$ cat src/rtl/skyline_rect_allocator_core_defines.svh
// Assertion macros shared by the skyline allocator RTL.
`ifndef SKYLINE_RECT_ALLOCATOR_CORE_DEFINES_SVH
`define SKYLINE_RECT_ALLOCATOR_CORE_DEFINES_SVH

`ifndef SYNTHESIS

// same-cycle implication, disabled while reset is asserted
`define SRA_ASSERT_IMP(lbl, ante, cons) \
    lbl: assert property (@(posedge i_clk) disable iff (!i_rst_n) (ante) |-> (cons)) \
        else $error("sra: implication check failed");

// next-cycle implication, disabled while reset is asserted
`define SRA_ASSERT_NXT(lbl, ante, cons) \
    lbl: assert property (@(posedge i_clk) disable iff (!i_rst_n) (ante) |=> (cons)) \
        else $error("sra: next-cycle check failed");

`else

`define SRA_ASSERT_IMP(lbl, ante, cons)
`define SRA_ASSERT_NXT(lbl, ante, cons)

`endif

`endif

$ cat src/rtl/sra_pkg.sv
// Shared constants, codes and types of the skyline rectangle allocator.
package sra_pkg;

    localparam int C_MAX_COLS = 1024;
    localparam int C_AW       = $clog2(C_MAX_COLS);
    localparam int C_CW       = $clog2(C_MAX_COLS + 1);
    localparam int C_BW_W     = 11;
    localparam int C_BH_W     = 13;
    localparam int C_HW       = 13;
    localparam int C_PX_W     = 10;
    localparam int C_PY_W     = 12;
    localparam int C_HCAP     = 4096;
    localparam int C_XW       = ((C_CW > C_BW_W) ? C_CW : C_BW_W) + 1;
    localparam int C_CFG_IW   = 2;
    localparam int C_CFG_DW   = 13;
    localparam int C_AWID_W   = 11;
    localparam int C_AHGT_W   = 13;

    localparam logic [C_CFG_IW-1:0] CFG_ATLAS_W = 2'd0;
    localparam logic [C_CFG_IW-1:0] CFG_ATLAS_H = 2'd1;

    localparam logic REQ_ALLOC = 1'b0;
    localparam logic REQ_CLEAR = 1'b1;

    typedef enum logic [3:0] {
        ST_CLEAR,
        ST_IDLE,
        ST_START,
        ST_FWD,
        ST_BWD,
        ST_TAIL,
        ST_EVAL,
        ST_WRITE,
        ST_RESP
    } t_state;

    // tag that travels with a column read to the scan datapath
    typedef struct packed {
        logic            init;
        logic            fwd_v;
        logic            bwd_v;
        logic            first;
        logic            blk_end;
        logic            win_v;
        logic [C_AW-1:0] idx;
    } t_tag;

    typedef struct packed {
        logic            found;
        logic [C_HW-1:0] best;
        logic [C_AW-1:0] pos;
    } t_scan_res;

    typedef struct packed {
        logic              granted;
        logic [C_PX_W-1:0] pos_x;
        logic [C_PY_W-1:0] pos_y;
    } t_resp;

endpackage

$ cat src/rtl/sra_scan.sv
// Sliding window maximum datapath: block prefix on the forward pass, suffix and pick on the backward pass.
module sra_scan
    import sra_pkg::*;
(
    input  logic            i_clk,
    input  logic            i_rst_n,
    input  t_tag            i_tag,
    input  logic [C_HW-1:0] i_col,
    input  logic [C_HW-1:0] i_gval,
    input  logic [C_HW-1:0] i_hlim,
    output logic [C_HW-1:0] o_gw,
    output t_scan_res       o_res
);

    logic [C_HW-1:0] r_g;
    logic [C_HW-1:0] r_h;
    logic            r_found;
    logic [C_HW-1:0] r_best;
    logic [C_AW-1:0] r_pos;

    logic [C_HW-1:0] n_g;
    logic [C_HW-1:0] n_h;
    logic [C_HW-1:0] w_peak;
    logic            w_take;

    always_comb begin
        n_g    = (i_tag.first || (i_col > r_g)) ? i_col : r_g;
        n_h    = (i_tag.blk_end || (i_col > r_h)) ? i_col : r_h;
        w_peak = (n_h > i_gval) ? n_h : i_gval;
        // scan runs right to left, so ties move the pick further left
        w_take = i_tag.bwd_v && i_tag.win_v && (w_peak < i_hlim) &&
                 (!r_found || (w_peak <= r_best));
    end

    always_ff @(posedge i_clk) begin
        if (!i_rst_n) begin
            r_found <= 1'b0;
        end else if (i_tag.init) begin
            r_found <= 1'b0;
        end else if (w_take) begin
            r_found <= 1'b1;
        end
        if (w_take) begin
            r_best <= w_peak;
            r_pos  <= i_tag.idx;
        end
        if (i_tag.fwd_v) begin
            r_g <= n_g;
        end
        if (i_tag.bwd_v) begin
            r_h <= n_h;
        end
    end

    assign o_gw  = n_g;
    assign o_res = '{found: r_found, best: r_best, pos: r_pos};

endmodule

$ cat config.mk
export PLATFORM = sky130hd
export DESIGN_NAME = sra_scan
export DESIGN_NICKNAME = d
export VERILOG_FILES = /design/src/rtl/skyline_rect_allocator_core_defines.svh /design/src/rtl/sra_pkg.sv /design/src/rtl/sra_scan.sv
export SDC_FILE = /design/constraint.sdc
export NUM_CORES = 1
export LEC_CHECK = 0
export BUFFER_PORTS_ARGS = -buffer_cell sky130_fd_sc_hd__buf_4
export CAP_MARGIN = 20
export CORE_AREA = 2 2 89 91
export CTS_CLUSTER_SIZE = 25
export DETAILED_ROUTE_END_ITERATION = 8
export DIE_AREA = 0 0 91 93
export GPL_TIMING_DRIVEN = 1
export PLACE_DENSITY = 0.8
export SYNTH_ARGS = -nofsm -noshare
export SYNTH_HDL_FRONTEND = slang
export SYNTH_SLANG_ARGS = --single-unit
$ cat constraint.sdc
create_clock -name i_clk -period 11.67 [get_ports i_clk]
set_input_delay 0.5835 -clock i_clk [delete_from_list [all_inputs] [get_ports i_clk]]
set_output_delay 0.5835 -clock i_clk [all_outputs]
set_load 0.01 [all_outputs]
* After elaboration in Yosys (flattened, before gate mapping)
Index checks and enable logic that the tools add are counted.
** Storage, ports and cells
- Bits in latches :: 0
- Memories kept :: 0
- Bits of input ports :: 57
- Output and inout bits :: 37
- RAM bits :: 0
- Bits in read-only memories :: 0
- Bits in registers :: 50
- Logic and storage cells :: 22
** Operators by class
- Add/sub/neg operators :: 0
- $mul :: 0
- Div/mod/pow operators :: 0
- Equality and inequality tests :: 0
- Multiplexer cells :: 3
- Reductions and logical operators :: 8
- $lt $le $gt $ge :: 5
- Bitwise gates (word level) :: 1
- Shift-type cells :: 0
** Operator list (count)
- 13-bit > comparator :: 3
- 13-bit 2-to-1 mux :: 3
- 13-bit <= comparator :: 1
- 13-bit less-than comparator :: 1
- 1-bit logical AND :: 3
- 1-bit logical OR :: 3
- 2-bit OR reduction :: 1
- 1-bit logical NOT :: 1
- 1-bit NOT :: 1

* Depth between registers and ports, before layout
- Depth in word-level cells :: 8
- Depth in mapped cells :: 25
- Mapped depth without buffers :: 23

* Least setup slack after synthesis
Ideal clock, no wire load.
- Path type :: input-to-reg
- Start :: input port i_col[11]
- End :: register r_best[0] (enable)
- Slack :: 5.306 ns
- Data arrival time :: 5.965 ns
- Stages on the path :: 20
- Required time :: 11.270 ns
- Path through :: ha_1 > nand4_1 > or4_1 > nor2_1 > a31oi_4 > buf_6 > o21ai_0 > ha_1 > and4_1 > a21oi_1 > a21boi_0 > o31ai_2 > buf_2 > mux2_2 > ha_1 > or4_1 > a21oi_1 > o211ai_1 > o2111a_1 > nor3b_2
** Between the ends
- Longest elaborated chain between the ends :: 8
** Ends and longest elaborated chain
- start, declared :: line sra_scan.sv:8 : input logic [C_HW-1:0] i_col,
- 13-bit > comparator * :: line sra_scan.sv:28 : n_h = (i_tag.blk_end || (i_col > r_h)) ? i_col : r_h;
- 1-bit logical OR * :: line sra_scan.sv:28
- 13-bit 2-to-1 mux * :: line sra_scan.sv:28
- net n_h[7] :: line sra_scan.sv:22 : logic [C_HW-1:0] n_h;
- 13-bit > comparator * :: line sra_scan.sv:29 : w_peak = (n_h > i_gval) ? n_h : i_gval;
- 13-bit 2-to-1 mux * :: line sra_scan.sv:29
- net w_peak[8] :: line sra_scan.sv:23 : logic [C_HW-1:0] w_peak;
- 13-bit less-than comparator or 13-bit <= comparator (tied branches) :: line sra_scan.sv:31, sra_scan.sv:32
- 1-bit logical AND or 1-bit logical OR (tied branches) :: line sra_scan.sv:31, sra_scan.sv:32
- 1-bit logical AND * :: line sra_scan.sv:31 : w_take = i_tag.bwd_v && i_tag.win_v && (w_peak < i_hlim) &&
- net w_take :: line sra_scan.sv:24 : logic w_take;
- end signal, assigned :: line sra_scan.sv:44 : r_best <= w_peak;
- end, declared :: line sra_scan.sv:18 : logic [C_HW-1:0] r_best;
The timed path passes the listed nets; every way through them passes the cells marked *.
A chain may end at the register's enable or synchronous reset.

* Worst setup path after layout
- Start :: input port i_col[4]
- End :: register r_best[8] (enable)
The elaborated chain is that of the path after synthesis.

==> metrics <==
status=complete, no violations; CTS tree=built; initial antenna violation count=0; Net count, final=approximately 570; worst hold stages=1; Startpoint Class=input port; crit path cell chain=buf_4 -> ha_1 -> nand3_1 -> o21bai_1 -> a311o_1 -> a31oi_4 -> mux2_2 -> ha_1 -> and4_1 -> nand3_1 -> or2_2 -> o31ai_2 -> buf_4 -> mux2_2 -> ha_1 -> or4_1 -> a21oi_1 -> o211ai_1 -> o2111a_1 -> nor3b_2 -> buf_4; Setup crit end kind=register; RSZ-0062 raised after global routing=no; Max Cap Viol=0; met1 Usage GRT=0.235; gpl congestion=~0.88; sequential standard cell area=1490 um2; GRT Util Overall=0.194; port bufs=93; hold_buf cts=0; FMAX=166 MHz; HP Start=i_tag[6]; Setup CP Type=input port to register; die area=8460 um2; met3 usage=0.0387; syn_area_per_cell=10.2 um2; clock net sink count=50; initial core utilization=0.481; Clk Latency, worst-skew pair=0.31 ns; Final min period=6.02 ns; Final period util=0.516; setup tns final=0 ns; GRT overflow=0; Ys Warns=0; worst reg-to-reg setup slack=5.68 ns; first-pass GRT wire length=~13,000 um; Die W=roughly 90 um; Post-Syn Area=3620 um2; number of global-route vias before repair=2,897; EDFF count, synth=49; Vias/cell=5.26; Seq/Total Area, Yosys=0.412; Routed Antenna Nets=0; largest area contributor in the netlist=edfxtp_1; reg2reg start=r_h[4]; Max Slew Vio Count=0; drt first pass iters=4; Ant. Diodes=0; multi-input logic area=between 1500 and 2000 um2; hold crit path type=input port to register; Top delay family on crit path=compound AO/OA/AOI/OAI gates; Worst path slowest cell=a31oi_4; Mapped Nets=477; busiest layer in global routing=met2; met2 GRT Util=0.350; hpwl dp=about 6700 um; Power Dens Cells=120 nW/um2; Total Wirelength=8150 um; setup bufs post-CTS=0; Hold Slack=0.441 ns; clk buf depth=2; Worst slew margin=0.583; layout cells sized above 1=0.269; I/O pins=94; Site Rows=32; most common cell after layout, fill and taps aside=buf_4; Worst-Margin Slew=~0.63 ns; reg2reg end=r_best[8]; Post-Syn Instances=~360; Synth top area share=0.406; Worst R2R Path Depth=21; via count=2,917; final hold vios=0; routed len/inst=between 10 and 15 um; most frequent cells in the layout=95 x buf_4, 65 x inv_1, 64 x ha_1; Post-synth ARST share=0; Bufs and invs on worst path=3; unique cell type count in the Yosys netlist=42; Primary FF master, synth=edfxtp_1; starting DRC count in detailed routing=159; Die Y=93 um; area of the core=roughly 7500 um2; clock buffer count from CTS=5; clk root buf=clkbuf_8; # fillers=643; synthesized flop and latch total=50; WHS Endpoint=r_pos[6]; worst path required time=11.66 ns; Crit Path Max Fanout=24; peak supply drop=54.9 uV; ranking of synthesized cells by area=edfxtp_1 41%, ha_1 22%, inv_1 6.7%; htree depth=2; final clock skew=0.00935 ns; # setup viols final=0; post-CTS sizing=0; Slowest Stage Delay on Critical Path=0.53 ns; Area Overhead vs Synth=24.5%; Worst-path clk slew=0.10 ns; Worst Path Arrival=6.02 ns; largest net degree at the start of global routing=26; # DRC=0; P_leak=~2.2 nW
-- metrics by stage --
stage	std cells	instance area, um2	worst slack, ns	power (mW)	util
4_1_cts	555	4510	5.67	0.539	0.599
3_5_place_dp	547	4420	5.35	0.436	0.587
2_1_floorplan	356	3620	5.31	0.358	-
3_3_place_gp	547	4420	5.54	0.425	0.587
5_1_grt	555	4510	5.21	0.575	0.599
6_report	555	4510	5.65	0.539	0.599
-- metal layers --
metal  share of wire  up-vias
met3           0.069       12
met2            0.48      112
met5               0        -
met1            0.43     1325
met4           0.017        0
li1                -     1468
-- worst max path at each step --
stage	from	endpoint	cells after the start
floorplan	i_col[11]	r_best[0]	20
global placement	i_col[4]	r_pos[5]	20
detailed placement	i_col[4]	r_best[6]	21
CTS	i_col[4]	r_best[8]	21
global route	r_h[4]	r_best[8]	23
finish	i_col[4]	r_best[8]	21
-- state kept, by name, summed over array words and instances, names as in the netlist --
signal / count
r_h: 13
r_pos: 10
r_best: 13
r_g: 13
r_found: 1
-- worst register-to-register path, stage by stage (launching register included) --
cell      delay [ns]
edfxtp_1        0.33
inv_1           0.05
ha_1            0.30
nand3_1         0.09
o21bai_1        0.17
a311o_1         0.39
a31oi_4         0.53
mux2_2          0.43
ha_1            0.32
and4_1          0.23
nand3_1         0.10
or2_2           0.31
o31ai_2         0.06
buf_4           0.26
mux2_2          0.40
ha_1            0.20
or4_1           0.50
a21oi_1         0.16
o211ai_1        0.11
o2111a_1        0.17
nor3b_2         0.23
buf_4           0.33
-- logic make-up after synthesis --
kind of cell | count (synthesis) | synth area share
AO/OA/AOI/OAI | 76 | 0.132
adder cells (fa/ha/maj) | 64 | 0.221
buffers and inverters | 71 | 0.0798
flip-flops | 50 | 0.412
multiplexers | 14 | 0.0442
AND/OR/NAND/NOR | 81 | 0.112
-- synthesized netlist by cell type (2+ instances only) --
cell and count:
or4_1 3, and4_1 2, a21oi_1 17, o21bai_1 2, o211ai_1 2, o21ai_1 5, inv_1 65, nand4_1 10
nand3_1 6, edfxtp_1 49, nor2_1 9, nor2b_1 6, mux2_2 13, a211oi_1 4, a21o_1 6, nor3_1 4
clkbuf_1 2, nand2_1 35, o21ai_0 30, ha_1 64
-- report_power, final --
group          internal [mW]  switching, mW  total (mW)
clock                 0.0423         0.0634       0.106
sequential             0.222        0.00616       0.228
combinational         0.0925          0.113       0.205
-- area by class of cell --
class,count,share of cell area
Multi-Input combinational cell,235,0.409
Clock inverter,3,0.00472
Timing Repair Buffer,95,0.158
Clock buffer,5,0.0153
Sequential cell,50,0.331
Tap cell,102,0.0283
Inverter,65,0.0541
No activity file was read; power rests on OpenSTA's default activity.
