**src/rtl/skyline_rect_allocator_core_defines.svh**
```systemverilog
// Assertion macros shared by the skyline allocator RTL.
`ifndef SKYLINE_RECT_ALLOCATOR_CORE_DEFINES_SVH
`define SKYLINE_RECT_ALLOCATOR_CORE_DEFINES_SVH

`ifndef SYNTHESIS

// same-cycle implication, disabled while reset is asserted
`define SRA_ASSERT_IMP(lbl, ante, cons) \
    lbl: assert property (@(posedge i_clk) disable iff (!i_rst_n) (ante) |-> (cons)) \
        else $error("sra: implication check failed");

// next-cycle implication, disabled while reset is asserted
`define SRA_ASSERT_NXT(lbl, ante, cons) \
    lbl: assert property (@(posedge i_clk) disable iff (!i_rst_n) (ante) |=> (cons)) \
        else $error("sra: next-cycle check failed");

`else

`define SRA_ASSERT_IMP(lbl, ante, cons)
`define SRA_ASSERT_NXT(lbl, ante, cons)

`endif

`endif

```
**src/rtl/sra_pkg.sv**
```systemverilog
// Shared constants, codes and types of the skyline rectangle allocator.
package sra_pkg;

    localparam int C_MAX_COLS = 1024;
    localparam int C_AW       = $clog2(C_MAX_COLS);
    localparam int C_CW       = $clog2(C_MAX_COLS + 1);
    localparam int C_BW_W     = 11;
    localparam int C_BH_W     = 13;
    localparam int C_HW       = 13;
    localparam int C_PX_W     = 10;
    localparam int C_PY_W     = 12;
    localparam int C_HCAP     = 4096;
    localparam int C_XW       = ((C_CW > C_BW_W) ? C_CW : C_BW_W) + 1;
    localparam int C_CFG_IW   = 2;
    localparam int C_CFG_DW   = 13;
    localparam int C_AWID_W   = 11;
    localparam int C_AHGT_W   = 13;

    localparam logic [C_CFG_IW-1:0] CFG_ATLAS_W = 2'd0;
    localparam logic [C_CFG_IW-1:0] CFG_ATLAS_H = 2'd1;

    localparam logic REQ_ALLOC = 1'b0;
    localparam logic REQ_CLEAR = 1'b1;

    typedef enum logic [3:0] {
        ST_CLEAR,
        ST_IDLE,
        ST_START,
        ST_FWD,
        ST_BWD,
        ST_TAIL,
        ST_EVAL,
        ST_WRITE,
        ST_RESP
    } t_state;

    // tag that travels with a column read to the scan datapath
    typedef struct packed {
        logic            init;
        logic            fwd_v;
        logic            bwd_v;
        logic            first;
        logic            blk_end;
        logic            win_v;
        logic [C_AW-1:0] idx;
    } t_tag;

    typedef struct packed {
        logic            found;
        logic [C_HW-1:0] best;
        logic [C_AW-1:0] pos;
    } t_scan_res;

    typedef struct packed {
        logic              granted;
        logic [C_PX_W-1:0] pos_x;
        logic [C_PY_W-1:0] pos_y;
    } t_resp;

endpackage

```
**src/rtl/sra_ctrl.sv**
```systemverilog
// Sequencer: clearing sweep, forward and backward scan passes, span writeback, result hand-off.
`include "skyline_rect_allocator_core_defines.svh"

module sra_ctrl
    import sra_pkg::*;
(
    input  logic              i_clk,
    input  logic              i_rst_n,
    input  logic              i_in_valid,
    output logic              o_in_ready,
    input  logic              i_req_type,
    input  logic [C_BW_W-1:0] i_block_w,
    input  logic [C_BH_W-1:0] i_block_h,
    input  logic [C_CW-1:0]   i_w_eff,
    input  logic [C_HW-1:0]   i_h_eff,
    output t_tag              o_tag,
    output logic [C_AW-1:0]   o_col_raddr,
    output logic              o_col_we,
    output logic [C_AW-1:0]   o_col_waddr,
    output logic [C_HW-1:0]   o_col_wdata,
    output logic [C_AW-1:0]   o_g_raddr,
    input  t_scan_res         i_res,
    output logic              o_resp_valid,
    output t_resp             o_resp,
    input  logic              i_resp_take
);

    t_state            r_state;
    t_state            n_state;
    logic [C_AW-1:0]   r_i;
    logic [C_AW-1:0]   r_ph;
    logic [C_AW-1:0]   r_cnt;
    logic              r_clr_item;
    logic              r_req;
    logic [C_BW_W-1:0] r_bw;
    logic [C_BH_W-1:0] r_bh;
    logic [C_AW-1:0]   r_bwm1;
    logic [C_CW-1:0]   r_nwin;
    logic [C_HW-1:0]   r_newh;
    t_resp             r_resp;
    t_tag              r_tag;
    t_tag              n_tag;

    logic              w_accept;
    logic              w_bad;
    logic              w_at_last;
    logic [C_HW:0]     w_top;
    logic              w_fits;

    always_comb begin
        w_accept  = i_in_valid && (r_state == ST_IDLE);
        w_bad     = (r_bw == '0) || (C_XW'(r_bw) >= C_XW'(i_w_eff));
        w_at_last = (C_CW'(r_i) == (i_w_eff - C_CW'(1)));
        w_top     = {1'b0, i_res.best} + (C_HW + 1)'(r_bh);
        w_fits    = i_res.found && (w_top <= {1'b0, i_h_eff});
    end

    // next state
    always_comb begin
        n_state = r_state;
        unique case (r_state)
            ST_CLEAR: begin
                if (r_i == C_AW'(C_MAX_COLS - 1)) begin
                    n_state = r_clr_item ? ST_RESP : ST_IDLE;
                end
            end
            ST_IDLE: begin
                if (w_accept) n_state = ST_START;
            end
            ST_START: begin
                if (r_req == REQ_CLEAR) n_state = ST_CLEAR;
                else if (w_bad)         n_state = ST_RESP;
                else                    n_state = ST_FWD;
            end
            ST_FWD: begin
                if (w_at_last) n_state = ST_BWD;
            end
            ST_BWD: begin
                if (r_i == '0) n_state = ST_TAIL;
            end
            ST_TAIL: n_state = ST_EVAL;
            ST_EVAL: n_state = w_fits ? ST_WRITE : ST_RESP;
            ST_WRITE: begin
                if (r_cnt == r_bwm1) n_state = ST_RESP;
            end
            ST_RESP: begin
                if (i_resp_take) n_state = ST_IDLE;
            end
            default: n_state = ST_IDLE;
        endcase
    end

    // outputs
    always_comb begin
        n_tag        = '0;
        o_in_ready   = (r_state == ST_IDLE);
        o_col_we     = (r_state == ST_WRITE) || (r_state == ST_CLEAR);
        o_col_waddr  = r_i;
        o_col_wdata  = (r_state == ST_CLEAR) ? '0 : r_newh;
        o_col_raddr  = r_i;
        o_g_raddr    = C_AW'(C_CW'(r_i) + C_CW'(r_bwm1));
        o_resp_valid = (r_state == ST_RESP);
        unique case (r_state)
            ST_START: begin
                n_tag.init = (r_req == REQ_ALLOC) && !w_bad;
            end
            ST_FWD: begin
                n_tag.fwd_v = 1'b1;
                n_tag.first = (r_ph == '0);
                n_tag.idx   = r_i;
            end
            ST_BWD: begin
                n_tag.bwd_v   = 1'b1;
                n_tag.blk_end = (r_ph == r_bwm1) || w_at_last;
                n_tag.win_v   = (C_CW'(r_i) < r_nwin);
                n_tag.idx     = r_i;
            end
            default: begin
                n_tag = '0;
            end
        endcase
    end

    always_ff @(posedge i_clk) begin
        if (!i_rst_n) begin
            r_state    <= ST_CLEAR;
            r_i        <= '0;
            r_clr_item <= 1'b0;
            r_tag      <= '0;
        end else begin
            r_state <= n_state;
            r_tag   <= n_tag;
            unique case (r_state)
                ST_CLEAR: begin
                    r_i <= r_i + C_AW'(1);
                end
                ST_START: begin
                    r_i  <= '0;
                    r_ph <= '0;
                    if (r_req == REQ_CLEAR) begin
                        r_clr_item <= 1'b1;
                    end
                end
                ST_FWD: begin
                    if (!w_at_last) begin
                        r_i  <= r_i + C_AW'(1);
                        r_ph <= (r_ph == r_bwm1) ? '0 : r_ph + C_AW'(1);
                    end
                end
                ST_BWD: begin
                    r_i  <= r_i - C_AW'(1);
                    r_ph <= (r_ph == '0) ? r_bwm1 : r_ph - C_AW'(1);
                end
                ST_EVAL: begin
                    r_i   <= i_res.pos;
                    r_cnt <= '0;
                end
                ST_WRITE: begin
                    r_i   <= r_i + C_AW'(1);
                    r_cnt <= r_cnt + C_AW'(1);
                end
                ST_RESP: begin
                    r_clr_item <= 1'b0;
                end
                default: begin
                    r_i <= r_i;
                end
            endcase
        end
    end

    // payload registers
    always_ff @(posedge i_clk) begin
        if (w_accept) begin
            r_req <= i_req_type;
            r_bw  <= i_block_w;
            r_bh  <= i_block_h;
        end
        if (r_state == ST_START) begin
            r_bwm1 <= C_AW'(r_bw - C_BW_W'(1));
            r_nwin <= i_w_eff - C_CW'(r_bw);
            r_resp <= '{granted: (r_req == REQ_CLEAR), pos_x: '0, pos_y: '0};
        end
        if (r_state == ST_EVAL) begin
            r_newh <= w_top[C_HW-1:0];
            if (w_fits) begin
                r_resp <= '{granted: 1'b1,
                            pos_x:   C_PX_W'(i_res.pos),
                            pos_y:   i_res.best[C_PY_W-1:0]};
            end else begin
                r_resp <= '0;
            end
        end
    end

    assign o_tag  = r_tag;
    assign o_resp = r_resp;

    `SRA_ASSERT_NXT(a_accept_start, w_accept, r_state == ST_START)
    `SRA_ASSERT_IMP(a_no_rw_overlap, o_col_we, !r_tag.fwd_v && !r_tag.bwd_v)
    `SRA_ASSERT_NXT(a_resp_hold, o_resp_valid && !i_resp_take,
                    o_resp_valid && $stable(o_resp))

endmodule

```
**config.mk**
```make
export PLATFORM = sky130hd
export DESIGN_NAME = sra_ctrl
export DESIGN_NICKNAME = d
export VERILOG_FILES = /design/src/rtl/sra_pkg.sv /design/src/rtl/sra_ctrl.sv
export VERILOG_INCLUDE_DIRS = /design/src /design/src/rtl
export SDC_FILE = /design/constraint.sdc
export NUM_CORES = 1
export LEC_CHECK = 0
export BUFFER_PORTS_ARGS = -buffer_cell sky130_fd_sc_hd__buf_2
export CORE_MARGIN = 2
export CORE_UTILIZATION = 41
export DETAILED_ROUTE_END_ITERATION = 7
export REMOVE_ABC_BUFFERS = 1
export SLEW_MARGIN = 20
export SYNTH_ARGS = -nofsm -noshare
export SYNTH_HDL_FRONTEND = slang
export SYNTH_SLANG_ARGS = --single-unit
```
**constraint.sdc**
```tcl
create_clock -name i_clk -period 4.02 [get_ports i_clk]
set_clock_uncertainty 0.2 [all_clocks]
set_input_delay 0 -clock i_clk [delete_from_list [all_inputs] [get_ports i_clk]]
set_output_delay 0 -clock i_clk [all_outputs]
set_load 0.01 [all_outputs]
```
# Yosys cells after proc, flatten, opt, wreduce, memory -nomap -nowiden

Index checks and enable logic that the tools add are counted.

$add $sub $neg: 10
Multipliers: 0
Div/mod/pow operators: 0
$lt $le $gt $ge: 3
Equal/unequal tests: 20
Shift operators: 0
Multiplexer cells: 26
Bitwise gates (word level): 1
Reductions and logical operators: 27

Operators by type and width:

| kind                                                | number |
|---|---|
| two-way mux 23 bit                                  | 3 |
| case mux 10 bit (5 select lines)                    | 1 |
| two-way mux 10 bit                                  | 4 |
| two-way mux 4 bit                                   | 10 |
| case mux 4 bit (9 select lines)                     | 1 |
| adder 10 x 1 -> 10 bit (second input constant)      | 3 |
| case mux 10 bit (3 select lines)                    | 1 |
| subtractor 10 x 1 -> 10 bit (second input constant) | 3 |
| == test 10 bit                                      | 2 |
| zero test 10 bit                                    | 2 |
| case mux 10 bit (2 select lines)                    | 1 |
| == test 4 x 3 -> 1 bit (second input constant)      | 4 |
| adder 13 x 13 -> 14 bit                             | 1 |
| <= comparator 14 x 13 -> 1 bit                      | 1 |
| AND reduction 2 bit                                 | 7 |
| two-way mux 13 bit                                  | 1 |
| inequality test 2 bit (second input constant)       | 6 |
| == test 10 x 11 -> 1 bit                            | 1 |
| greater-or-equal comparator 11 bit                  | 1 |
| zero test 11 bit                                    | 1 |
| less-than comparator 10 x 11 -> 1 bit               | 1 |
| subtractor 11 x 1 -> 11 bit (second input constant) | 1 |
| subtractor 11 bit                                   | 1 |
| adder 10 bit                                        | 1 |
| 18 further kinds                                    | 29 |

Flip-flop bits (word level): 133
Bits in latches: 0
Memory bits (writable): 0
ROM bits: 0
Bits of input ports: 77
Word-level logic and storage cells: 108
Memories: 0

# Logic depth before layout (Yosys ltp)

Depth in word-level cells: 5
Gate-level depth with buffers: 18

# Worst setup path after synthesis

OpenSTA, ideal clock, no wires.

Path type: reg2reg
Start point: reg r_bh[6]
End point: reg r_resp, in the netlist o_resp[10], data pin
Setup time: 0.131 ns
Arrival time: 3.618 ns
Slack: 0.071 ns
Stages on the path, launching flop included: 17
Path buffers: 1
Cell sequence: edfxtp_1 -> ha_1 -> a21oi_1 -> nand2_1 -> o21a_1 -> a41o_1 -> o21ai_0 -> nor2b_1 -> xnor2_1 -> ha_1 -> a21o_1 -> a21oi_1 -> o21ai_0 -> o31a_1 -> a2111oi_4 -> clkbuf_2 -> and2_1

Cells in the longest elaborated chain, start to end: 5

RTL lines:

| what                           | RTL line        | RTL |
|---|---|---|
| start, declared                | sra_ctrl.sv:36  | `logic [C_BH_W-1:0] r_bh;` |
| start signal, assigned         | sra_ctrl.sv:177 | `r_bh <= i_block_h;` |
| adder 13 x 13 -> 14 bit        | sra_ctrl.sv:54  | `w_top = {1'b0, i_res.best} + (C_HW + 1)'(r_bh);` |
| via w_top[11]                  | sra_ctrl.sv:47  | `logic [C_HW:0] w_top;` |
| <= comparator 14 x 13 -> 1 bit | sra_ctrl.sv:55  | `w_fits = i_res.found && (w_top <= {1'b0, i_h_eff});` |
| logical AND 1 bit              | sra_ctrl.sv:55  |  |
| two-way mux 23 bit             | sra_ctrl.sv:186 | `if (w_fits) begin` |
| two-way mux 23 bit             | sra_ctrl.sv:184 | `if (r_state == ST_EVAL) begin` |
| end signal, assigned           | sra_ctrl.sv:182 | `r_resp <= '{granted: (r_req == REQ_CLEAR), pos_x: '0, pos_y: '0};` |
| end signal, assigned           | sra_ctrl.sv:187 | `r_resp <= '{granted: 1'b1,` |
| end, declared                  | sra_ctrl.sv:40  | `t_resp r_resp;` |

The timed path passes the listed nets, and every way through them passes these cells.
A chain may end at the register's enable or synchronous reset.

# Worst setup path after layout

Start point: reg r_bh[0]
End point: reg r_state[2]

Cells in the longest elaborated chain, start to end: 5

RTL lines:

| what                            | RTL line        | RTL |
|---|---|---|
| adder 13 x 13 -> 14 bit         | sra_ctrl.sv:54  |  |
| via w_top[12]                   | sra_ctrl.sv:47  |  |
| <= comparator 14 x 13 -> 1 bit  | sra_ctrl.sv:55  |  |
| logical AND 1 bit               | sra_ctrl.sv:55  |  |
| two-way mux 4 bit               | sra_ctrl.sv:82  | `ST_EVAL: n_state = w_fits ? ST_WRITE : ST_RESP;` |
| case mux 4 bit (9 select lines) | sra_ctrl.sv:61  | `unique case (r_state)` |
| end signal, assigned            | sra_ctrl.sv:131 | `r_state <= n_state;` |
| end, declared                   | sra_ctrl.sv:28  | `t_state r_state;` |

The timed path passes the listed nets, and every way through them passes these cells.

==> flow_summary.html <==
<table>
<tr><th>Metric</th><th>Value</th></tr>
<tr><th colspan="2">CTS</th></tr>
<tr><td>Clock Tree Buf Depth</td><td>2</td></tr>
<tr><td>Clk_lat worst skew</td><td>440 ps</td></tr>
<tr><td>Total CTS buffers</td><td>17</td></tr>
<tr><td>Clk slew on worst S/H paths</td><td>approximately 60 ps</td></tr>
<tr><td>Clk Tree Root Cell</td><td>sky130_fd_sc_hd__clkbuf_16</td></tr>
<tr><td>Clock tree from TritonCTS</td><td>built</td></tr>
<tr><td>CTS sink cnt</td><td>approximately 130</td></tr>
<tr><td>H-tree levels</td><td>4</td></tr>
<tr><th colspan="2">Status</th></tr>
<tr><td>Status</td><td>finished, final reports clean</td></tr>
<tr><th colspan="2">Drt</th></tr>
<tr><td>Final routed wire length divided by cell count</td><td>16.9 um</td></tr>
<tr><td>Total via count in the routed design</td><td>7138</td></tr>
<tr><td>Mean number of vias per cell</td><td>5.18</td></tr>
<tr><td>Drt drc</td><td>0</td></tr>
<tr><td>Routed Antenna Nets</td><td>0</td></tr>
<tr><td>Sum of routed wire length over all layers</td><td>23300 um</td></tr>
<tr><td>Number of DRC violations after detailed-routing iteration 0</td><td>409</td></tr>
<tr><td>First-pass detailed-route iteration total</td><td>5</td></tr>
<tr><th colspan="2">STA</th></tr>
<tr><td>Measured slew at the worst slew-check pin</td><td>around 1100 ps</td></tr>
<tr><td>Final period demand of the worst path</td><td>between 3000 and 4000 ps</td></tr>
<tr><td>Hold Violations, Final</td><td>0</td></tr>
<tr><td>Setup repair after global routing missed its margin</td><td>yes</td></tr>
<tr><td>Highest clock rate</td><td>257 MHz</td></tr>
<tr><td>Final count of pins violating max slew</td><td>0</td></tr>
<tr><td>Minimum hold slack</td><td>18.7 ps</td></tr>
<tr><td>Final setup viols</td><td>0</td></tr>
<tr><td>Relative slew slack</td><td>26.7%</td></tr>
<tr><td>Final worst-path cycle share</td><td>96.8%</td></tr>
<tr><th colspan="2">Worst setup path</th></tr>
<tr><td>Kind of capture point of the worst setup path</td><td>flop</td></tr>
<tr><td>Cell type of the slowest stage on the worst timing path</td><td>sky130_fd_sc_hd__a211o_4</td></tr>
<tr><td>WS Path Type</td><td>flop to flop</td></tr>
<tr><td>List of cells traversed by the critical path</td><td>ha_2, inv_2, fa_2, nor2b_2, o21a_1, o21ai_2, a311oi_2, o31ai_2, nand3_1, o311ai_2, ha_1, a21oi_2, o21ai_1, o31a_1, a211o_4, o221a_2, o22ai_2</td></tr>
<tr><td>Worst stage delay on the critical path</td><td>380 ps</td></tr>
<tr><td>Data arrival time of the worst path</td><td>between 4000 and 5000 ps</td></tr>
<tr><td>Kind of launch point of the worst setup path</td><td>flop</td></tr>
<tr><td>Dominant delay contributor by cell family on the critical path</td><td>compound AO/OA/AOI/OAI gates</td></tr>
<tr><td>Critical path buffer and inverter count</td><td>1</td></tr>
<tr><td>Required arrival time at the worst endpoint</td><td>between 4000 and 5000 ps</td></tr>
<tr><td>CP Max Fanout</td><td>5</td></tr>
<tr><th colspan="2">Place</th></tr>
<tr><td>Detailed placer's ending HPWL</td><td>17100 um</td></tr>
<tr><td>Number of port buffers</td><td>161</td></tr>
<tr><td>DP Area</td><td>roughly 10000 um2</td></tr>
<tr><td>Routability congestion estimate</td><td>between 0.8 and 0.9</td></tr>
<tr><th colspan="2">Synthesis</th></tr>
<tr><td>Yosys top cell area share</td><td>35.7%</td></tr>
<tr><td>Number of synthesis warnings</td><td>0</td></tr>
<tr><td>Sequential element share of the synthesized area</td><td>between 40 and 50%</td></tr>
<tr><td>Share of synthesized registers carrying an async set or reset</td><td>0%</td></tr>
<tr><td>EDFF count, synth</td><td>102</td></tr>
<tr><td>Largest cells by area after synthesis</td><td>sky130_fd_sc_hd__edfxtp_1, sky130_fd_sc_hd__ha_1, sky130_fd_sc_hd__dfxtp_1, sky130_fd_sc_hd__xor2_1, sky130_fd_sc_hd__xnor2_1</td></tr>
<tr><td>Post-synthesis sequential element count</td><td>roughly 130</td></tr>
<tr><td>Yosys cell types</td><td>75</td></tr>
<tr><td>Top post-synthesis cells by count</td><td>sky130_fd_sc_hd__edfxtp_1, sky130_fd_sc_hd__inv_1, sky130_fd_sc_hd__nor2_1, sky130_fd_sc_hd__ha_1, sky130_fd_sc_hd__nand2_1</td></tr>
<tr><td>Synthesized instance count</td><td>slightly below 900</td></tr>
<tr><td>Cell Area, Synth</td><td>8580 um2</td></tr>
<tr><td>Mean cell area of the mapped netlist</td><td>9.91 um2</td></tr>
<tr><td>Most used DFF post-synth</td><td>sky130_fd_sc_hd__edfxtp_1</td></tr>
<tr><td>Library cell occupying the most area in the post-synthesis netlist</td><td>sky130_fd_sc_hd__edfxtp_1</td></tr>
<tr><td>Most repeated cell in the gate-level netlist after synthesis</td><td>sky130_fd_sc_hd__edfxtp_1</td></tr>
<tr><th colspan="2">Floorplan</th></tr>
<tr><td>Die outline width</td><td>149 um</td></tr>
<tr><td>Cell row count</td><td>52</td></tr>
<tr><td>Y dimension of the die</td><td>149 um</td></tr>
<tr><td>Ports placed on the boundary</td><td>162</td></tr>
<tr><td>Area of the core region</td><td>20400 um2</td></tr>
<tr><td>Die area</td><td>22100 um2</td></tr>
<tr><td>Initial standard-cell utilization of the core</td><td>42.1%</td></tr>
<tr><th colspan="2">Global route</th></tr>
<tr><td>Largest net degree at the start of global routing</td><td>26</td></tr>
<tr><td>Initial antenna violation count</td><td>0</td></tr>
<tr><td>GRT Overall Usage</td><td>approximately 22%</td></tr>
<tr><td>Global-route wire length before repair</td><td>36600 um</td></tr>
<tr><td>GRT Residual Overflow</td><td>0</td></tr>
<tr><td>Vias in the first global route</td><td>6972</td></tr>
<tr><th colspan="2">Power and ir drop</th></tr>
<tr><td>Standby leakage power</td><td>0.00478 uW</td></tr>
<tr><td>Total power density per cell area</td><td>~460 nW/um2</td></tr>
<tr><td>Maximum vdd ir drop</td><td>0.359 mV</td></tr>
<tr><th colspan="2">Cells and area</th></tr>
<tr><td>Proportion of layout cells with a drive suffix above 1</td><td>24.9%</td></tr>
<tr><td>Final cell area excluding filler cells</td><td>11100 um2</td></tr>
<tr><td>Final nets</td><td>1245</td></tr>
<tr><td>Count of filler cells inserted in the layout</td><td>1808</td></tr>
<tr><td>Diodes inserted</td><td>0</td></tr>
<tr><td>Layout overhead on the synthesized area</td><td>29.7%</td></tr>
<tr><td>Footprint of the flip-flops and latches</td><td>3680 um2</td></tr>
<tr><td>Area occupied by multi-input gates</td><td>roughly 4600 um2</td></tr>
<tr><th colspan="2">Run</th></tr>
<tr><td># Max-Cap Violations</td><td>0</td></tr>
<tr><th colspan="2">Hold path</th></tr>
<tr><td>Classification of the worst-slack hold path</td><td>input pin to flop</td></tr>
</table>
==> placed cells by master (no fill, tap or decap), types with 33 or more instances in the layout <==
master / instances
sky130_fd_sc_hd__a21oi_1: 33
sky130_fd_sc_hd__buf_2: 161
sky130_fd_sc_hd__dlygate4sd3_1: 56
sky130_fd_sc_hd__edfxtp_1: 102
sky130_fd_sc_hd__ha_1: 67
sky130_fd_sc_hd__inv_1: 72
sky130_fd_sc_hd__nand2_1: 52
sky130_fd_sc_hd__nor2_1: 66
sky130_fd_sc_hd__nor2b_1: 33
sky130_fd_sc_hd__xnor2_1: 41
sky130_fd_sc_hd__xor2_1: 44
==> per-stage QoR <==
stage,setup WS [ps],cells,power (uW),TNS [ps],utilization [%]
after detailed placement,-307,1287,3310,-6830,47.9
after global placement,-163,1287,3290,-3180,47.9
after global routing,-84.9,1379,5350,-1550,54.6
final,129,1379,5070,0,54.6
after floorplan,-119,830,2690,-229,-
after CTS,1.94,1377,5070,0,54.0
==> metal layers <==
metal	part of all wire (%)	wire length, um	global-route usage, %
met3	5.7	1340	5.09
met5	0	0	0
met1	45	10600	28.3
met2	47	11000	35.6
met4	1.7	389	6.43
==> cells by family (layout without fill, tap and decap cells) <==
logic type	Yosys count	count (layout)	synth area share, %
AO/OA/AOI/OAI	173	173	13.9
flip-flops	133	133	42.9
XOR/XNOR	86	86	8.78
adder cells (fa/ha/maj)	72	72	10.9
multiplexers	3	3	0.350
buffers and inverters	109	352	5.51
AND/OR/NAND/NOR	290	290	17.6
==> flip-flops by register name, indices dropped and copies added (netlist names), 10 cells and up <==
register	flops
o_col_raddr	10
r_bwm1	10
r_bh	13
r_nwin	11
o_resp	23
r_cnt	10
r_bw	11
o_tag	16
r_newh	13
r_ph	10
==> power by group <==
group,total (uW),switching [uW],internal [uW],leakage [uW]
clock network,1680,639,1050,0.000302
logic,1680,944,732,0.00330
registers,1710,148,1560,0.00118
total,5070,1730,3340,0.00478
==> tightest hold or removal path: cells and delay by family <==
| kind | cells | cell delay [ps] |
|---|---|---|
| fa+ha+maj | 1 | 260 |
| buf+inv | 1 | 140 |
| xor+xnor | 1 | 140 |
==> final timing paths <==
check,start,to,slack (ps),cells after the start
setup / recovery,r_bh[0],r_state[2],130,17
hold reg to reg,r_clr_item,r_clr_item,330,2
setup reg to reg,r_bh[0],r_state[2],130,17
hold / removal,i_w_eff[9],r_nwin[9],20,3
==> final cells by class <==
cell class | instances | share of cell area (%)
clock buffer | 18 | 3.86
clock inverter | 14 | 1.77
inverter | 73 | 2.46
multi-input combinational | 624 | 41.4
sequential | 133 | 33.1
tap | 270 | 3.04
timing repair buffer | 247 | 14.4
==> repair_timing <==
| action | 4_1_cts | 5_1_grt |
|---|---|---|
| hold buffers | 56 | 0 |
| endpoints found under the hold margin | 74 | 0 |
| setup endpoints to repair | 27 | 27 |
| setup buffers | 2 | 1 |
| gates cloned | 0 | 1 |
| pin swaps | 11 | 22 |
| gates resized for setup | 11 | 37 |
Note: power is estimated with default switching activity, not from simulation.
